`config.mk`:
```
export PLATFORM = sky130hd
export DESIGN_NAME = http_request_line_parser_top_flat
export DESIGN_NICKNAME = d
export VERILOG_FILES = /design/src/hdl/hrlp_pkg.sv /design/src/hdl/hrlp_req_if.sv /design/src/hdl/hrlp_rsp_if.sv /design/src/hdl/hrlp_front.sv /design/src/hdl/hrlp_queue.sv /design/src/hdl/hrlp_back.sv /design/src/hdl/http_request_line_parser_top.sv /design/src/flat_wrapper.sv
export SDC_FILE = /design/constraint.sdc
export NUM_CORES = 1
export LEC_CHECK = 0
export ABC_AREA = 1
export BUFFER_PORTS_ARGS = -buffer_cell sky130_fd_sc_hd__buf_2
export CAP_MARGIN = 40
export CORE_AREA = 2 2 105 107
export CTS_CLUSTER_SIZE = 30
export DETAILED_ROUTE_END_ITERATION = 8
export DIE_AREA = 0 0 107 109
export PLACE_DENSITY = 0.73
export SYNTH_ARGS = -nofsm -noshare
export SYNTH_HDL_FRONTEND = slang
export SYNTH_SLANG_ARGS = --single-unit
```
`constraint.sdc`:
```
create_clock -name clock -period 3.6 [get_ports clock]
set_input_delay 0.36 -clock clock [delete_from_list [all_inputs] [get_ports clock]]
set_output_delay 0.36 -clock clock [all_outputs]
set_load 0.1 [all_outputs]
```
`src/hdl/hrlp_pkg.sv`:
```
// Shared types, constants and helpers of the HTTP request line parser.
// No dependencies; every other file takes names from here by scope.
`default_nettype none

package hrlp_pkg;

   // Result queue between the parser front and the output stage
   localparam int QUEUE_DEPTH = 4;
   localparam int PTR_W       = $clog2(QUEUE_DEPTH);
   localparam int CNT_W       = $clog2(QUEUE_DEPTH + 1);

   localparam logic [7:0] CH_SPACE = 8'h20;
   localparam logic [7:0] CH_QUEST = 8'h3f;
   localparam logic [7:0] CH_AMP   = 8'h26;
   localparam logic [7:0] CH_EQ    = 8'h3d;
   localparam logic [7:0] CH_SLASH = 8'h2f;
   localparam logic [7:0] CH_LOW_A = 8'h61;
   localparam logic [7:0] CH_LOW_Z = 8'h7a;
   localparam logic [7:0] CASE_GAP = 8'h20;

   localparam logic [2:0] GET_LEN   = 3'd3;
   localparam logic [2:0] POST_LEN  = 3'd4;
   localparam logic [2:0] COUNT_MAX = 3'd7;

   typedef enum logic [1:0] {
      PH_METHOD = 2'd0,
      PH_PATH   = 2'd1,
      PH_QUERY  = 2'd2,
      PH_SKIP   = 2'd3
   } phase_type;

   typedef enum logic [1:0] {
      MK_GET   = 2'd0,
      MK_POST  = 2'd2,
      MK_OTHER = 2'd3
   } method_type;

   typedef enum logic [2:0] {
      K_PATH   = 3'd0,
      K_KEY    = 3'd1,
      K_VALUE  = 3'd2,
      K_PAIR   = 3'd3,
      K_STATUS = 3'd4
   } kind_type;

   typedef enum logic [1:0] {
      ST_GET_OK  = 2'd0,
      ST_GET_ERR = 2'd1,
      ST_POST    = 2'd2,
      ST_OTHER   = 2'd3
   } status_type;

   typedef struct packed {
      kind_type   kind;
      logic [7:0] char_val;
      status_type status;
      logic       last;
   } item_type;

   // Up to two result items written into the queue in one cycle
   typedef struct packed {
      logic [1:0] count;
      item_type   first;
      item_type   second;
   } push_type;

   function automatic item_type make_item(kind_type kind, logic [7:0] char_val,
                                          status_type status, logic last);
      item_type it;
      it.kind     = kind;
      it.char_val = char_val;
      it.status   = status;
      it.last     = last;
      return it;
   endfunction

   function automatic logic [7:0] get_char(logic [1:0] idx);
      logic [7:0] c;
      case (idx)
         2'd0:    c = 8'h47; // G
         2'd1:    c = 8'h45; // E
         2'd2:    c = 8'h54; // T
         default: c = 8'h00;
      endcase
      return c;
   endfunction

   function automatic logic [7:0] post_char(logic [1:0] idx);
      logic [7:0] c;
      case (idx)
         2'd0:    c = 8'h50; // P
         2'd1:    c = 8'h4f; // O
         2'd2:    c = 8'h53; // S
         default: c = 8'h54; // T
      endcase
      return c;
   endfunction

endpackage

`default_nettype wire

```
`src/hdl/hrlp_req_if.sv`:
```
// Input channel of the request line parser: one byte or end-of-line mark per beat.
// Depends on nothing.
`default_nettype none

interface hrlp_req_if;
   logic       valid;
   logic       ready;
   logic [7:0] data_byte;
   logic       end_of_line;

   modport source (output valid, output data_byte, output end_of_line, input ready);
   modport sink   (input valid, input data_byte, input end_of_line, output ready);
endinterface

`default_nettype wire

```
`src/hdl/hrlp_rsp_if.sv`:
```
// Result channel of the request line parser: one tagged item per beat.
// Depends on nothing.
`default_nettype none

interface hrlp_rsp_if;
   logic       valid;
   logic       ready;
   logic [2:0] item_kind;
   logic [7:0] char_out;
   logic [1:0] line_status;
   logic       last_of_line;

   modport source (output valid, output item_kind, output char_out,
                   output line_status, output last_of_line, input ready);
   modport sink   (input valid, input item_kind, input char_out,
                   input line_status, input last_of_line, output ready);
endinterface

`default_nettype wire

```
`src/hdl/hrlp_front.sv`:
```
// Parser front: accepts request line bytes, tracks the parse state and
// produces zero to two result items per beat. Depends on hrlp_pkg, hrlp_req_if.
`default_nettype none

module hrlp_front (
   input  wire logic             clock,
   input  wire logic             reset,
   hrlp_req_if.sink              req_chan,
   input  wire logic             space_ok,
   output hrlp_pkg::push_type    push
);

   hrlp_pkg::phase_type  phase_ff, phase_in;
   logic [1:0]           cand_ff, cand_in;      // bit0 GET, bit1 POST
   logic [2:0]           count_ff, count_in;
   hrlp_pkg::method_type kind_ff, kind_in;
   logic                 slash_ff, slash_in;
   logic                 has_eq_ff, has_eq_in;
   logic                 nonempty_ff, nonempty_in;
   logic                 err_ff, err_in;

   logic                 accept;
   logic [7:0]           b;
   logic [7:0]           upper;
   logic                 seg_open;
   logic                 close_err;
   hrlp_pkg::status_type st;
   logic [1:0]           n;
   hrlp_pkg::item_type   it0, it1;

   assign req_chan.ready = space_ok;
   assign accept         = req_chan.valid && space_ok;
   assign b              = req_chan.data_byte;
   assign upper = (b >= hrlp_pkg::CH_LOW_A && b <= hrlp_pkg::CH_LOW_Z) ?
                  b - hrlp_pkg::CASE_GAP : b;

   // A query segment that still has to be closed at a space or end of line
   assign seg_open  = (phase_ff == hrlp_pkg::PH_QUERY) && !err_ff && nonempty_ff;
   assign close_err = seg_open && !has_eq_ff;

   always_comb begin
      phase_in    = phase_ff;
      cand_in     = cand_ff;
      count_in    = count_ff;
      kind_in     = kind_ff;
      slash_in    = slash_ff;
      has_eq_in   = has_eq_ff;
      nonempty_in = nonempty_ff;
      err_in      = err_ff;
      n           = 2'd0;
      it0         = hrlp_pkg::make_item(hrlp_pkg::K_PATH, 8'h00, hrlp_pkg::ST_GET_OK, 1'b0);
      it1         = it0;
      st          = hrlp_pkg::ST_OTHER;

      if (req_chan.end_of_line) begin
         if (phase_ff == hrlp_pkg::PH_METHOD) begin
            st = hrlp_pkg::ST_OTHER;
         end else if (kind_ff == hrlp_pkg::MK_GET) begin
            st = (err_ff || close_err) ? hrlp_pkg::ST_GET_ERR : hrlp_pkg::ST_GET_OK;
         end else if (kind_ff == hrlp_pkg::MK_POST) begin
            st = hrlp_pkg::ST_POST;
         end else begin
            st = hrlp_pkg::ST_OTHER;
         end
         if (seg_open && has_eq_ff) begin
            it0 = hrlp_pkg::make_item(hrlp_pkg::K_PAIR, 8'h00, hrlp_pkg::ST_GET_OK, 1'b0);
            it1 = hrlp_pkg::make_item(hrlp_pkg::K_STATUS, 8'h00, st, 1'b1);
            n   = 2'd2;
         end else begin
            it0 = hrlp_pkg::make_item(hrlp_pkg::K_STATUS, 8'h00, st, 1'b1);
            n   = 2'd1;
         end
         // return to the start-of-line state
         phase_in    = hrlp_pkg::PH_METHOD;
         cand_in     = 2'b11;
         count_in    = 3'd0;
         kind_in     = hrlp_pkg::MK_OTHER;
         slash_in    = 1'b0;
         has_eq_in   = 1'b0;
         nonempty_in = 1'b0;
         err_in      = 1'b0;
      end else begin
         case (phase_ff)
            hrlp_pkg::PH_METHOD: begin
               if (b == hrlp_pkg::CH_SPACE) begin
                  if (cand_ff[0] && count_ff == hrlp_pkg::GET_LEN) begin
                     kind_in  = hrlp_pkg::MK_GET;
                     phase_in = hrlp_pkg::PH_PATH;
                  end else if (cand_ff[1] && count_ff == hrlp_pkg::POST_LEN) begin
                     kind_in  = hrlp_pkg::MK_POST;
                     phase_in = hrlp_pkg::PH_PATH;
                  end else begin
                     kind_in  = hrlp_pkg::MK_OTHER;
                     phase_in = hrlp_pkg::PH_SKIP;
                  end
               end else begin
                  if (count_ff >= hrlp_pkg::GET_LEN ||
                      hrlp_pkg::get_char(count_ff[1:0]) != upper) begin
                     cand_in[0] = 1'b0;
                  end
                  if (count_ff >= hrlp_pkg::POST_LEN ||
                      hrlp_pkg::post_char(count_ff[1:0]) != upper) begin
                     cand_in[1] = 1'b0;
                  end
                  if (count_ff < hrlp_pkg::COUNT_MAX) begin
                     count_in = count_ff + 3'd1;
                  end
               end
            end
            hrlp_pkg::PH_PATH: begin
               if (kind_ff != hrlp_pkg::MK_GET) begin
                  if (b == hrlp_pkg::CH_SPACE) begin
                     phase_in = hrlp_pkg::PH_SKIP;
                  end else begin
                     it0 = hrlp_pkg::make_item(hrlp_pkg::K_PATH, b, hrlp_pkg::ST_GET_OK, 1'b0);
                     n   = 2'd1;
                  end
               end else if (b == hrlp_pkg::CH_SPACE) begin
                  // drop a trailing slash
                  slash_in = 1'b0;
                  phase_in = hrlp_pkg::PH_SKIP;
               end else begin
                  // release a held slash first, then handle this byte
                  if (slash_ff) begin
                     it0 = hrlp_pkg::make_item(hrlp_pkg::K_PATH, hrlp_pkg::CH_SLASH,
                                               hrlp_pkg::ST_GET_OK, 1'b0);
                  end
                  slash_in = 1'b0;
                  if (b == hrlp_pkg::CH_QUEST) begin
                     phase_in    = hrlp_pkg::PH_QUERY;
                     has_eq_in   = 1'b0;
                     nonempty_in = 1'b0;
                     n           = {1'b0, slash_ff};
                  end else if (b == hrlp_pkg::CH_SLASH) begin
                     slash_in = 1'b1;
                     n        = {1'b0, slash_ff};
                  end else if (slash_ff) begin
                     it1 = hrlp_pkg::make_item(hrlp_pkg::K_PATH, b, hrlp_pkg::ST_GET_OK, 1'b0);
                     n   = 2'd2;
                  end else begin
                     it0 = hrlp_pkg::make_item(hrlp_pkg::K_PATH, b, hrlp_pkg::ST_GET_OK, 1'b0);
                     n   = 2'd1;
                  end
               end
            end
            hrlp_pkg::PH_QUERY: begin
               if (b == hrlp_pkg::CH_SPACE) begin
                  if (seg_open && has_eq_ff) begin
                     it0 = hrlp_pkg::make_item(hrlp_pkg::K_PAIR, 8'h00,
                                               hrlp_pkg::ST_GET_OK, 1'b0);
                     n   = 2'd1;
                  end
                  if (close_err) begin
                     err_in = 1'b1;
                  end
                  phase_in = hrlp_pkg::PH_SKIP;
               end else if (err_ff) begin
                  // ignore the rest of the query
               end else if (b == hrlp_pkg::CH_AMP) begin
                  if (has_eq_ff) begin
                     it0 = hrlp_pkg::make_item(hrlp_pkg::K_PAIR, 8'h00,
                                               hrlp_pkg::ST_GET_OK, 1'b0);
                     n   = 2'd1;
                  end else begin
                     err_in = 1'b1;
                  end
                  has_eq_in   = 1'b0;
                  nonempty_in = 1'b0;
               end else if (b == hrlp_pkg::CH_EQ && !has_eq_ff) begin
                  has_eq_in   = 1'b1;
                  nonempty_in = 1'b1;
               end else begin
                  nonempty_in = 1'b1;
                  it0 = hrlp_pkg::make_item(has_eq_ff ? hrlp_pkg::K_VALUE : hrlp_pkg::K_KEY,
                                            b, hrlp_pkg::ST_GET_OK, 1'b0);
                  n   = 2'd1;
               end
            end
            default: begin
               // skip to end of line
            end
         endcase
      end
   end

   assign push.count  = accept ? n : 2'd0;
   assign push.first  = it0;
   assign push.second = it1;

   always_ff @(posedge clock) begin
      if (reset) begin
         phase_ff    <= hrlp_pkg::PH_METHOD;
         cand_ff     <= 2'b11;
         count_ff    <= 3'd0;
         kind_ff     <= hrlp_pkg::MK_OTHER;
         slash_ff    <= 1'b0;
         has_eq_ff   <= 1'b0;
         nonempty_ff <= 1'b0;
         err_ff      <= 1'b0;
      end else if (accept) begin
         phase_ff    <= phase_in;
         cand_ff     <= cand_in;
         count_ff    <= count_in;
         kind_ff     <= kind_in;
         slash_ff    <= slash_in;
         has_eq_ff   <= has_eq_in;
         nonempty_ff <= nonempty_in;
         err_ff      <= err_in;
      end
   end

endmodule

`default_nettype wire

```
`src/hdl/hrlp_queue.sv`:
```
// Result queue: takes up to two items a cycle from the front, gives one a
// cycle to the output stage. Depends on hrlp_pkg.
`default_nettype none

module hrlp_queue (
   input  wire logic                clock,
   input  wire logic                reset,
   input  wire hrlp_pkg::push_type  push,
   output      logic                space_ok,
   output      logic                not_empty,
   output      hrlp_pkg::item_type  head,
   input  wire logic                pop
);

   hrlp_pkg::item_type               mem [hrlp_pkg::QUEUE_DEPTH];
   logic [hrlp_pkg::PTR_W-1:0]       wr_ptr_ff, wr_ptr_in;
   logic [hrlp_pkg::PTR_W-1:0]       rd_ptr_ff, rd_ptr_in;
   logic [hrlp_pkg::CNT_W-1:0]       count_ff, count_in;
   logic [hrlp_pkg::PTR_W-1:0]       wr_next;

   // Room for the worst case of two items from one beat
   assign space_ok  = count_ff <= hrlp_pkg::CNT_W'(hrlp_pkg::QUEUE_DEPTH - 2);
   assign not_empty = count_ff != '0;
   assign head      = mem[rd_ptr_ff];

   assign wr_next   = wr_ptr_ff + hrlp_pkg::PTR_W'(1);
   assign wr_ptr_in = wr_ptr_ff + hrlp_pkg::PTR_W'(push.count);
   assign rd_ptr_in = rd_ptr_ff + hrlp_pkg::PTR_W'(pop);
   assign count_in  = count_ff + hrlp_pkg::CNT_W'(push.count) - hrlp_pkg::CNT_W'(pop);

   always_ff @(posedge clock) begin
      if (push.count != 2'd0) begin
         mem[wr_ptr_ff] <= push.first;
      end
      if (push.count == 2'd2) begin
         mem[wr_next] <= push.second;
      end
   end

   always_ff @(posedge clock) begin
      if (reset) begin
         wr_ptr_ff <= '0;
         rd_ptr_ff <= '0;
         count_ff  <= '0;
      end else begin
         wr_ptr_ff <= wr_ptr_in;
         rd_ptr_ff <= rd_ptr_in;
         count_ff  <= count_in;
      end
   end

endmodule

`default_nettype wire

```
`src/hdl/hrlp_back.sv`:
```
// Output stage: moves queued items into the result register and holds each
// one until the receiver takes the beat. Depends on hrlp_pkg, hrlp_rsp_if.
`default_nettype none

module hrlp_back (
   input  wire logic                clock,
   input  wire logic                reset,
   input  wire logic                not_empty,
   input  wire hrlp_pkg::item_type  head,
   output      logic                pop,
   hrlp_rsp_if.source               rsp_chan
);

   logic               valid_ff, valid_in;
   hrlp_pkg::item_type data_ff;
   logic               load;

   // Refill when the register is empty or its beat goes out this cycle
   assign load     = not_empty && (!valid_ff || rsp_chan.ready);
   assign pop      = load;
   assign valid_in = load || (valid_ff && !rsp_chan.ready);

   always_ff @(posedge clock) begin
      if (reset) begin
         valid_ff <= 1'b0;
      end else begin
         valid_ff <= valid_in;
      end
   end

   always_ff @(posedge clock) begin
      if (load) begin
         data_ff <= head;
      end
   end

   assign rsp_chan.valid        = valid_ff;
   assign rsp_chan.item_kind    = data_ff.kind;
   assign rsp_chan.char_out     = data_ff.char_val;
   assign rsp_chan.line_status  = data_ff.status;
   assign rsp_chan.last_of_line = data_ff.last;

endmodule

`default_nettype wire

```
`src/hdl/http_request_line_parser_top.sv`:
```
// HTTP request line parser, top level.
// req_chan carries one byte of the request line per beat, or an end-of-line
// mark (end_of_line high, data_byte ignored). rsp_chan carries tagged items:
// path, key and value bytes, pair ends, and one final status item per line
// with last_of_line high.
// The first item caused by a beat goes into the result queue, then into the
// output register before it is valid. Throughput: one byte per cycle; a beat
// that causes two items (released slash plus path byte, or pair end plus
// status) leaves one extra item in the four-entry result queue, which absorbs
// it before the input is held off. The input is ready whenever the queue has
// room for two items, so a stalled receiver stops the input only once fewer
// than two entries are free; nothing is dropped. Reset clears the parse state
// to the start of a line and empties the queue and the output register.
// Depends on hrlp_pkg, hrlp_req_if, hrlp_rsp_if, hrlp_front, hrlp_queue,
// hrlp_back.
`default_nettype none

module http_request_line_parser_top (
   input  wire logic  clock,
   input  wire logic  reset,
   hrlp_req_if.sink   req_chan,
   hrlp_rsp_if.source rsp_chan
);

   hrlp_pkg::push_type push;
   hrlp_pkg::item_type head;
   logic               space_ok;
   logic               not_empty;
   logic               pop;

   hrlp_front u_front (
      .clock    (clock),
      .reset    (reset),
      .req_chan (req_chan),
      .space_ok (space_ok),
      .push     (push)
   );

   hrlp_queue u_queue (
      .clock     (clock),
      .reset     (reset),
      .push      (push),
      .space_ok  (space_ok),
      .not_empty (not_empty),
      .head      (head),
      .pop       (pop)
   );

   hrlp_back u_back (
      .clock     (clock),
      .reset     (reset),
      .not_empty (not_empty),
      .head      (head),
      .pop       (pop),
      .rsp_chan  (rsp_chan)
   );

endmodule

`default_nettype wire

```
`src/flat_wrapper.sv`:
```
// flat-port wrapper written by rule: the top's interface ports become plain ports
module http_request_line_parser_top_flat 
  (clock, reset, req_chan_valid, req_chan_data_byte, req_chan_end_of_line, req_chan_ready, rsp_chan_valid, rsp_chan_item_kind, rsp_chan_char_out, rsp_chan_line_status, rsp_chan_last_of_line, rsp_chan_ready);
  hrlp_req_if req_chan_i ();
  hrlp_rsp_if rsp_chan_i ();
  input  wire logic clock;
  input  wire logic reset;
  input wire logic [$bits(req_chan_i.valid)-1:0] req_chan_valid;
  input wire logic [$bits(req_chan_i.data_byte)-1:0] req_chan_data_byte;
  input wire logic [$bits(req_chan_i.end_of_line)-1:0] req_chan_end_of_line;
  output wire logic [$bits(req_chan_i.ready)-1:0] req_chan_ready;
  output wire logic [$bits(rsp_chan_i.valid)-1:0] rsp_chan_valid;
  output wire logic [$bits(rsp_chan_i.item_kind)-1:0] rsp_chan_item_kind;
  output wire logic [$bits(rsp_chan_i.char_out)-1:0] rsp_chan_char_out;
  output wire logic [$bits(rsp_chan_i.line_status)-1:0] rsp_chan_line_status;
  output wire logic [$bits(rsp_chan_i.last_of_line)-1:0] rsp_chan_last_of_line;
  input wire logic [$bits(rsp_chan_i.ready)-1:0] rsp_chan_ready;
  assign req_chan_i.valid = req_chan_valid;
  assign req_chan_i.data_byte = req_chan_data_byte;
  assign req_chan_i.end_of_line = req_chan_end_of_line;
  assign req_chan_ready = req_chan_i.ready;
  assign rsp_chan_valid = rsp_chan_i.valid;
  assign rsp_chan_item_kind = rsp_chan_i.item_kind;
  assign rsp_chan_char_out = rsp_chan_i.char_out;
  assign rsp_chan_line_status = rsp_chan_i.line_status;
  assign rsp_chan_last_of_line = rsp_chan_i.last_of_line;
  assign rsp_chan_i.ready = rsp_chan_ready;
  http_request_line_parser_top u_core (.clock(clock), .reset(reset), .req_chan(req_chan_i), .rsp_chan(rsp_chan_i));
endmodule
```
==> results.md <==
- Multi-input combinational cell area: 0.00245 mm²
- Mux contribution to synthesized area: 0%
- CTS H-tree lvls: 3
- Max-cap violations: 0
- R2R Path Start: u_core.u_front.phase_ff[0]
- FF+latch area: 0.00229 mm²
- Max Fclk: 0.336 GHz
- Final core occ: 53.2%
- Syn_area_per_cell: 8.21 µm²
- Worst Path Required: 3.86 ns
- Initial Utilization: 48.9%
- Syn nets: 662
- Placed wire-length estimate: 9.60 mm
- Die X: 107 µm
- Synth Area in Simple Gates: 24.7%
- Vias: 4,603
- Internal power: 2.10 mW
- Tmin final: 2.97 ns
- TritonCTS clock tree: yes
- CTS Buf Count: 9
- Core Rows: 38
- Overall Global Routing Usage: 23.5%
- Post-synth EDFFs: 57
- Vias in the first global route: 4,400
- Nets: 684
- Critical path class: register to register
- Sw Pwr: 1.80 mW
- Critical Path Source Type: register
- Die height: 109 µm
- Crit path arrival time: 3.23 ns
- RSZ-0062 raised after global routing: no
- Gpl congestion: 1.06
- # setup viols final: 0
- Drt drc: 0
- Setup bufs post-CTS: 0
- Vias per cell: 5.76
- Post-cts sizing count: 0
- DRT antenna net count: 0
- Area Growth Syn to Fin: 8.71%
- Seq/Total Area, Yosys: 44.2%
- Cells after Synth: 632
- Synth area leaders: edfxtp_1 33%, dfxtp_1 11%, nand2_1 8.0%
- Compound-Gate Fraction of Synth Area: 17.7%
- CP peak stage delay: 0.37 ns
- Fin. Hold Viols: 0
- Core area: 0.0106 mm²
- Top delay family on crit path: adder cells
- Buffers on Ports: 28
- Commonest non-fill, non-tap cell in the layout: nand2_1
- Worst reg2reg path depth: 16
- Combinational power share: 44.0%
- Max-slew headroom: 49.9%
- Number of fill cells: 995
- Cell area after synthesis: 0.00519 mm²
- Die area: 0.0117 mm²
- Ys async rst share: 0%
- Post-DR wirelength/cell: 16.2 µm
- Status: completed
- Cell mode on critical path: ha_1
- First-pass GRT wire length: 21.3 mm
- Critical path capture point: u_core.u_queue.count_ff[2]
- CP Depth: 16
- Skew final: 0.00657 ns
- Worst vdd ir: 0.000523 V
- Pins Over Slew Limit: 0
- Router iterations before antenna repair: 5
- Clock network fraction of design power: 19.4%
- Worst skew pair latency: 0.37 ns
- Post-synth top area cell: edfxtp_1
- Post-synthesis cell type count: 46
- Commonest non-fill, non-tap cells in the layout: 111 x nand2_1, 72 x inv_1, 71 x nor2_1, 57 x edfxtp_1, 56 x o21ai_0
- Worst-margin pin slew: 0.751 ns
- CTS hold repair buffers: 0
- Clk slew on worst S/H paths: 0.08 ns
- P per Cell Area: 692 mW/mm²
- Cells along the critical path: inv_1, ha_1, nand4_2, nand2_1, nand3_1, inv_2, nand2_1, nand3_2, nand2_2, ha_1, inv_1, ha_1, fa_1, xor2_1, o21ai_0, a21oi_1
- Initial antenna violation count: 0
- Antenna diodes: 0
- Min-delay worst type: input pin to register
- Routed wire length: 13.0 mm
- Xor/xnor cell area share of the yosys netlist: 0.507%
- Post-synthesis adder-cell area fraction: 4.25%
- Share of layout cells above drive strength 1: 16.1%
- CTS Root Cell: clkbuf_8
- Synth top area share: 33.0%
- FF+latch count, synth: 86
- Final Cycle Share: 82.6%
- Post-Route Setup TNS: 0 ns
- Slowest cell on the critical path: fa_1
- Grt total ovfl: 0
- Largest net degree at the start of global routing: 29
- Ports: 29
- Initial DRC Count: 479
- Worst Path Buf+Inv: 3
- Main synth FF type: edfxtp_1
- Crit-path max FO: 8
- Crit. Startpoint: u_core.u_front.phase_ff[0]
- Longest Clk Path Bufs: 2
- Sw frac: 46.2%
- CP endpoint kind: register
- Synth warnings: 0
- Largest family of logic cells by synthesized area: simple AND/OR/NAND/NOR gates
- Reg power frac: 36.6%
- Leakage: 2.38 nW
- R2r setup slk: 0.63 ns
- RR Endpoint: u_core.u_queue.count_ff[2]
- CTS Sinks: 86
area by class of cell:
class | count | area share, %
Multi-Input combinational cell | 441 | 43.4
Inverter | 80 | 5.33
Clock inverter | 5 | 1.46
Sequential cell | 86 | 40.6
Tap cell | 140 | 3.11
Timing Repair Buffer | 36 | 3.55
Clock buffer | 11 | 2.51
metal layers:
layer	part of all wire, %	global-route usage [%]
met4	3.6	10.3
met1	39	28.4
met3	9.0	4.96
met2	48	40.5
met5	0	0
cell families after synthesis:
group                    count (synthesis)
XOR/XNOR                                 3
AO/OA/AOI/OAI                          155
AND/OR/NAND/NOR                        266
flip-flops                              86
adder cells (fa/ha/maj)                 17
buffers and inverters                  105
power by group through the flow:
stage / Sequential [mW] / Clock [mW] / Combinational, mW
after floorplan: 2.03 / 0 / 0.818
after global routing: 1.45 / 0.803 / 1.86
after global placement: 1.45 / 0 / 1.67
after CTS: 1.43 / 0.762 / 1.72
after detailed placement: 1.45 / 0 / 1.72
final: 1.43 / 0.758 / 1.72
synthesized netlist by cell type, types with 2 or more instances:
cell and count:
buf_6 5, buf_2 6, nor3_1 9, a211oi_1 4
a31oi_1 2, nand4_2 3, nor2_1 71, o22ai_2 5
nand2_4 5, nand2_2 9, xor2_1 2, edfxtp_1 57
nor2_2 5, a21oi_1 35, buf_4 3, o22ai_1 33
o21ai_0 56, nand4_1 7, nand3_2 8, o21ai_2 4
inv_1 72, nand3_1 29, dfxtp_1 29, a22oi_1 3
o21ai_1 5, nor2_4 4, inv_2 8, o211ai_1 2
ha_1 16, clkbuf_1 9, nand2_1 111
sequential cells by signal, summed over array words and instances, names as in the netlist:
name	cells
u_core.u_back.rsp_chan.char_out	8
u_core.u_back.rsp_chan.item_kind	2
u_core.u_back.rsp_chan.last_of_line	1
u_core.u_back.rsp_chan.line_status	2
u_core.u_back.rsp_chan.valid	1
u_core.u_front.cand_ff	2
u_core.u_front.count_ff	3
u_core.u_front.err_ff	1
u_core.u_front.has_eq_ff	1
u_core.u_front.kind_ff	2
u_core.u_front.nonempty_ff	1
u_core.u_front.phase_ff	2
u_core.u_front.slash_ff	1
u_core.u_queue.count_ff	3
u_core.u_queue.mem	52
u_core.u_queue.rd_ptr_ff	2
u_core.u_queue.wr_ptr_ff	2
how the worst min path moves through the flow:
| stage | cells past startpoint | slack, ns | endpoint | start |
|---|---|---|---|---|
| 2_1_floorplan | 2 | 0.43 | u_core.u_front.cand_ff[1] | u_core.u_front.cand_ff[1] |
| 3_3_place_gp | 2 | 0.45 | u_core.u_front.cand_ff[1] | u_core.u_front.cand_ff[1] |
| 3_5_place_dp | 2 | 0.46 | u_core.u_queue.mem[1][11] | u_core.u_queue.mem[1][11] |
| 4_1_cts | 2 | 0.34 | u_core.u_queue.rd_ptr_ff[0] | reset |
| 5_1_grt | 2 | 0.36 | u_core.u_queue.rd_ptr_ff[0] | reset |
| 6_report | 2 | 0.34 | u_core.u_queue.count_ff[0] | reset |
through the flow:
step / std cells / power [mW] / area (µm²) / setup slack, ns / hold WS, ns
global route: 799 / 4.12 / 5640 / 0.437 / 0.365
CTS: 799 / 3.91 / 5640 / 0.647 / 0.337
detailed placement: 783 / 3.17 / 5420 / 0.423 / 0.465
finish: 799 / 3.90 / 5640 / 0.628 / 0.337
global placement: 783 / 3.12 / 5420 / 0.544 / 0.452
floorplan: 632 / 2.84 / 5190 / 0.314 / 0.435
Note: power is estimated with default switching activity, not from simulation.
